`src/bavg_pkg.sv`:
```
`default_nettype none

package bavg_pkg;

    localparam int CELL_W    = 32;
    localparam int OCOL_W    = 11;
    localparam int OROW_W    = 12;
    localparam int SCOL_W    = 12;
    localparam int CFG_W     = 32;
    localparam int CFG_IDX_W = 3;
    localparam int FCT_W     = 5;
    localparam int DIM_W     = 13;
    localparam int IN_W      = 32;
    localparam int OUT_W     = 56;

    localparam logic [CFG_IDX_W-1:0] CFG_SCALE  = 3'd0;
    localparam logic [CFG_IDX_W-1:0] CFG_WIDTH  = 3'd1;
    localparam logic [CFG_IDX_W-1:0] CFG_HEIGHT = 3'd2;
    localparam logic [CFG_IDX_W-1:0] CFG_FILL   = 3'd3;
    localparam logic [CFG_IDX_W-1:0] CFG_IGNORE = 3'd4;
    localparam logic [CFG_IDX_W-1:0] CFG_MASK   = 3'd5;
    localparam logic [CFG_IDX_W-1:0] CFG_MVAL   = 3'd6;

    localparam int              PCT_FULL   = 100;
    localparam logic [CELL_W-1:0] EMPTY_MASK = '1;

    localparam logic [FCT_W-1:0] FCT_RST = 5'd2;
    localparam logic [DIM_W-1:0] WID_RST = 13'd1024;
    localparam logic [DIM_W-1:0] HGT_RST = 13'd1;
    localparam logic [DIM_W-1:0] DIM_MAX = 13'd4096;

    typedef enum logic [1:0] {
        DIV_NCOLS = 2'd0,
        DIV_POS   = 2'd1,
        DIV_CELL  = 2'd2
    } t_div_op;

    typedef enum logic [7:0] {
        S_IDLE = 8'b0000_0001,
        S_NC   = 8'b0000_0010,
        S_POS  = 8'b0000_0100,
        S_RD   = 8'b0000_1000,
        S_MAG  = 8'b0001_0000,
        S_DIVS = 8'b0010_0000,
        S_DIV  = 8'b0100_0000,
        S_OUT  = 8'b1000_0000
    } t_state;

    typedef struct packed {
        logic    take;
        logic    clr_dirty;
        logic    mem_upd;
        logic    mag_load;
        logic    div_start;
        t_div_op div_op;
        logic    nc_load;
        logic    pos_load;
        logic    out_load;
    } t_cmd;

    typedef struct packed {
        logic dirty;
        logic div_done;
        logic last;
        logic cnt_zero;
        logic out_free;
    } t_sts;

endpackage

`default_nettype wire

```
`src/bavg_ctrl.sv`:
```
`default_nettype none

module bavg_ctrl
    import bavg_pkg::*;
(
    input  wire logic i_clk,
    input  wire logic i_rst_n,
    input  wire logic i_s_tvalid,
    input  wire t_sts i_sts,
    output logic      o_s_tready,
    output t_cmd      o_cmd
);

    t_state r_state;
    t_state n_state;

    always_comb begin
        n_state    = r_state;
        o_cmd      = '0;
        o_s_tready = 1'b0;
        unique case (r_state)
            S_IDLE: begin
                if (i_sts.dirty) begin
                    o_cmd.clr_dirty = 1'b1;
                    o_cmd.div_start = 1'b1;
                    o_cmd.div_op    = DIV_NCOLS;
                    n_state         = S_NC;
                end else begin
                    o_s_tready = 1'b1;
                    if (i_s_tvalid) begin
                        o_cmd.take = 1'b1;
                        n_state    = S_RD;
                    end
                end
            end
            S_NC: begin
                o_cmd.div_op = DIV_POS;
                if (i_sts.div_done) begin
                    o_cmd.nc_load   = 1'b1;
                    o_cmd.div_start = 1'b1;
                    n_state         = S_POS;
                end
            end
            S_POS: begin
                if (i_sts.div_done) begin
                    o_cmd.pos_load = 1'b1;
                    n_state        = S_IDLE;
                end
            end
            S_RD: begin
                o_cmd.mem_upd = 1'b1;
                n_state       = i_sts.last ? S_MAG : S_IDLE;
            end
            S_MAG: begin
                o_cmd.mag_load = 1'b1;
                n_state        = S_DIVS;
            end
            S_DIVS: begin
                o_cmd.div_op = DIV_CELL;
                if (i_sts.cnt_zero) begin
                    n_state = S_OUT;
                end else begin
                    o_cmd.div_start = 1'b1;
                    n_state         = S_DIV;
                end
            end
            S_DIV: begin
                if (i_sts.div_done) begin
                    n_state = S_OUT;
                end
            end
            S_OUT: begin
                if (i_sts.out_free) begin
                    o_cmd.out_load = 1'b1;
                    n_state        = S_IDLE;
                end
            end
            default: begin
                n_state = S_IDLE;
            end
        endcase
    end

    always_ff @(posedge i_clk) begin
        if (!i_rst_n) begin
            r_state <= S_IDLE;
        end else begin
            r_state <= n_state;
        end
    end

endmodule

`default_nettype wire

```
`config.mk`:
```
export PLATFORM = sky130hd
export DESIGN_NAME = bavg_ctrl
export DESIGN_NICKNAME = d
export VERILOG_FILES = /design/src/bavg_pkg.sv /design/src/bavg_ctrl.sv
export SDC_FILE = /design/constraint.sdc
export NUM_CORES = 1
export LEC_CHECK = 0
export ABC_AREA = 1
export BUFFER_PORTS_ARGS = -buffer_cell sky130_fd_sc_hd__buf_2
export CAP_MARGIN = 20
export CELL_PAD_IN_SITES_DETAIL_PLACEMENT = 0
export CELL_PAD_IN_SITES_GLOBAL_PLACEMENT = 2
export CORE_ASPECT_RATIO = 1.4
export CORE_MARGIN = 2
export CORE_UTILIZATION = 25
export DETAILED_ROUTE_END_ITERATION = 8
export GPL_ROUTABILITY_DRIVEN = 1
export PLACE_DENSITY = 0.86
export SLEW_MARGIN = 15
export SYNTH_ARGS = -nofsm -noshare
export SYNTH_HDL_FRONTEND = slang
export SYNTH_SLANG_ARGS = --single-unit
export TNS_END_PERCENT = 20
```
`constraint.sdc`:
```
create_clock -name i_clk -period 3.6 [get_ports i_clk]
set_input_delay 0.9 -clock i_clk [delete_from_list [all_inputs] [get_ports i_clk]]
set_output_delay 0.9 -clock i_clk [all_outputs]
set_load 0.01 [all_outputs]
```
==> results.toml <==
[critical_path]
critPathArrivalTime_ns = 1.59
cp_max_fo = 5
crit_required_ns = 2.70
critPathCaptureType = "output port"
start_kind = "flop"
worstSetupPathType = "flop to output port"

[clock_network]
cts_resized = 0
cts.clk_slew.worst_paths_ns = 0.06
htree_num_levels = 1
clk_latency_ns = 0.26
clock_tree.root_cell = "clkbuf_4"
cts_buffer_depth = 2
cts.sinks = 8
cts_buffers = 3
post_cts_buffers = 0
cts_tree = "done"
cts_hold_buf = 0

[timing]
maxSlewHeadroom_pct = 82.35
clock_skew_ns = 0.005377
hold_violations = 0
finalCritPeriodShare_pct = 69.23
drv_slew = 0
rsz0062_at_grt = "false"
setup_viol = 0
worst_pin_slew_ns = 0.2627
holdWs_ns = 0.5084
timing.setup.tns_ns = 0
max_freq_mhz = 401.3
period_minus_slack_ns = 2.492

[power]
power_switching_uw = 160.0
powerDensity_mw_per_mm2 = 509.0
peakVddDrop_mv = 0.2156
pwr-share-seq_pct = 31.0
power.share.switching_pct = 44.24
power_frac_clock_pct = 20.1
internal_power_uw = 201.7
cellLeakagePower_nw = 0.4028
finalPower_uw = 361.7
combPwrFrac_pct = 48.8

[placed_design]
dp_hpwl_um = 1254
io_buffers = 18
place_congestion = 0.7608

[synth]
avgSynthCellArea_um2 = 5.705
post_synth_inst_count = 100
yosysMostFrequentCell = "inv_1"
yosys-top-cells-count = "inv_1 (23), nand2_1 (21), nor2_1 (19), dfxtp_1 (8), nand3_1 (7)"
synth_nets = 108
netlist_top_cells_area = "dfxtp_1 (28%), inv_1 (15%), nand2_1 (14%)"
ys.flop_type = "dfxtp_1"
synth_edf_count = 0
ys_ff_latch = 8
synth-seq-area-share_pct = 28.07
yosys.area.top_type = "dfxtp_1"
netlist_area_um2 = 570.5
ys_warn_count = 0
synth_top_area_share_pct = 28.07
yosysUniqueCellTypes = 16
async_flop_share_pct = 0

[min_path]
min_path_type = "flop to flop"

[final_layout]
nets = 131
antenna_cells = 0
utilization_pct = 32.64
fillers = 256
drive_gt1_share_pct = 25.62
largest_reg_flops = 8
reg_top3 = "r_state x8"
largest_register = "r_state"
areaGrowthSynthToFinish_pct = 24.56

[die]
rows = 20
io_pins = 19
start_util_pct = 26.21
die_w_um = 44.38
die_h_um = 60.53
dieArea_mm2 = 0.002686
core-area_mm2 = 0.002177

[global_route]
grt_start_max_net_pins = 7
grt_pass1_wl_um = 2518
grt_usage_pct = 13.15
overflow = 0
antenna_found_initial = 0
grt_pass1_vias = 619

[route]
routed_via_density = 4.483
route.detailed.drc = 0
wl_um = 1460
drtAntennaViolNets = 0
num_vias = 641
detail_route.first_pass.iterations = 4
wl_per_cell_um = 10.21
drt_iter0_drc = 21

[run]
drv_cap = 0

[run_status]
outcome = "finished, final reports clean"
==> metal layers <==
layer	track usage, %	share of wire, %	wire length [µm]	up-vias
met2	21.22	49	722	15
met3	1.786	2.9	43	4
met5	0	0	0	-
met1	16.55	46	673	275
li1	-	-	-	347
met4	7.792	1.4	21	0
==> through the flow <==
stage / setup WS, ns / area [µm²] / std cells
after global placement: 1.174 / 688.2 / 140
final: 1.108 / 710.7 / 143
after CTS: 1.096 / 710.7 / 143
after global routing: 0.9918 / 710.7 / 143
after floorplan: 1.318 / 570.5 / 100
after detailed placement: 1.153 / 688.2 / 140
==> critical path: stages, from the launching register on <==
cell      delay, ns
dfxtp_1        0.34
nor2_2         0.22
nand2_2        0.14
nor2_4         0.15
inv_1          0.07
nor2_1         0.11
inv_1          0.08
nand3b_1       0.09
buf_2          0.13
==> power groups by stage <==
stage / sequential, mW / combinational, mW / clock [mW]
after floorplan: 0.112 / 0.135 / 0
after global placement: 0.114 / 0.179 / 0
after detailed placement: 0.115 / 0.179 / 0
after CTS: 0.113 / 0.179 / 0.0766
after global routing: 0.115 / 0.202 / 0.0793
final: 0.112 / 0.177 / 0.0728
==> final timing paths <==
check	start	endpoint	slack, ns	cells after the start
setup / recovery	r_state[7]$_SDFFE_PN0P_	o_cmd[5]	1.11	8
hold / removal	r_state[4]$_SDFFE_PN0P_	r_state[5]$_SDFFE_PN0P_	0.51	2
setup reg to reg	r_state[7]$_SDFFE_PN0P_	r_state[7]$_SDFFE_PN0P_	2.17	10
hold reg to reg	r_state[4]$_SDFFE_PN0P_	r_state[5]$_SDFFE_PN0P_	0.51	2
==> cell type report <==
type | count | area [µm²] | share of cell area (%)
Timing Repair Buffer | 18 | 90.09 | 12.68
Inverter | 24 | 90.09 | 12.68
Clock buffer | 3 | 22.52 | 3.169
Tap cell | 22 | 27.53 | 3.873
Sequential cell | 8 | 160.2 | 22.54
Multi-Input combinational cell | 68 | 320.3 | 45.07
==> kinds of logic after synthesis <==
family | Yosys count | share of synthesized area [%]
simple gates | 65 | 52.85
compound gates | 3 | 3.290
flops | 8 | 28.07
buf+inv | 24 | 15.79
==> placed cells by master, fill, tap and decap left out, types with 2 or more instances in the layout <==
cell type	count
inv_1	23
nand3b_1	2
nand2_2	3
nand3_1	7
nand2_1	21
buf_2	18
a21oi_1	2
clkbuf_4	3
nor2_1	19
nor2_2	3
nor3_1	6
dfxtp_1	8
No activity file was read; power rests on OpenSTA's default activity.
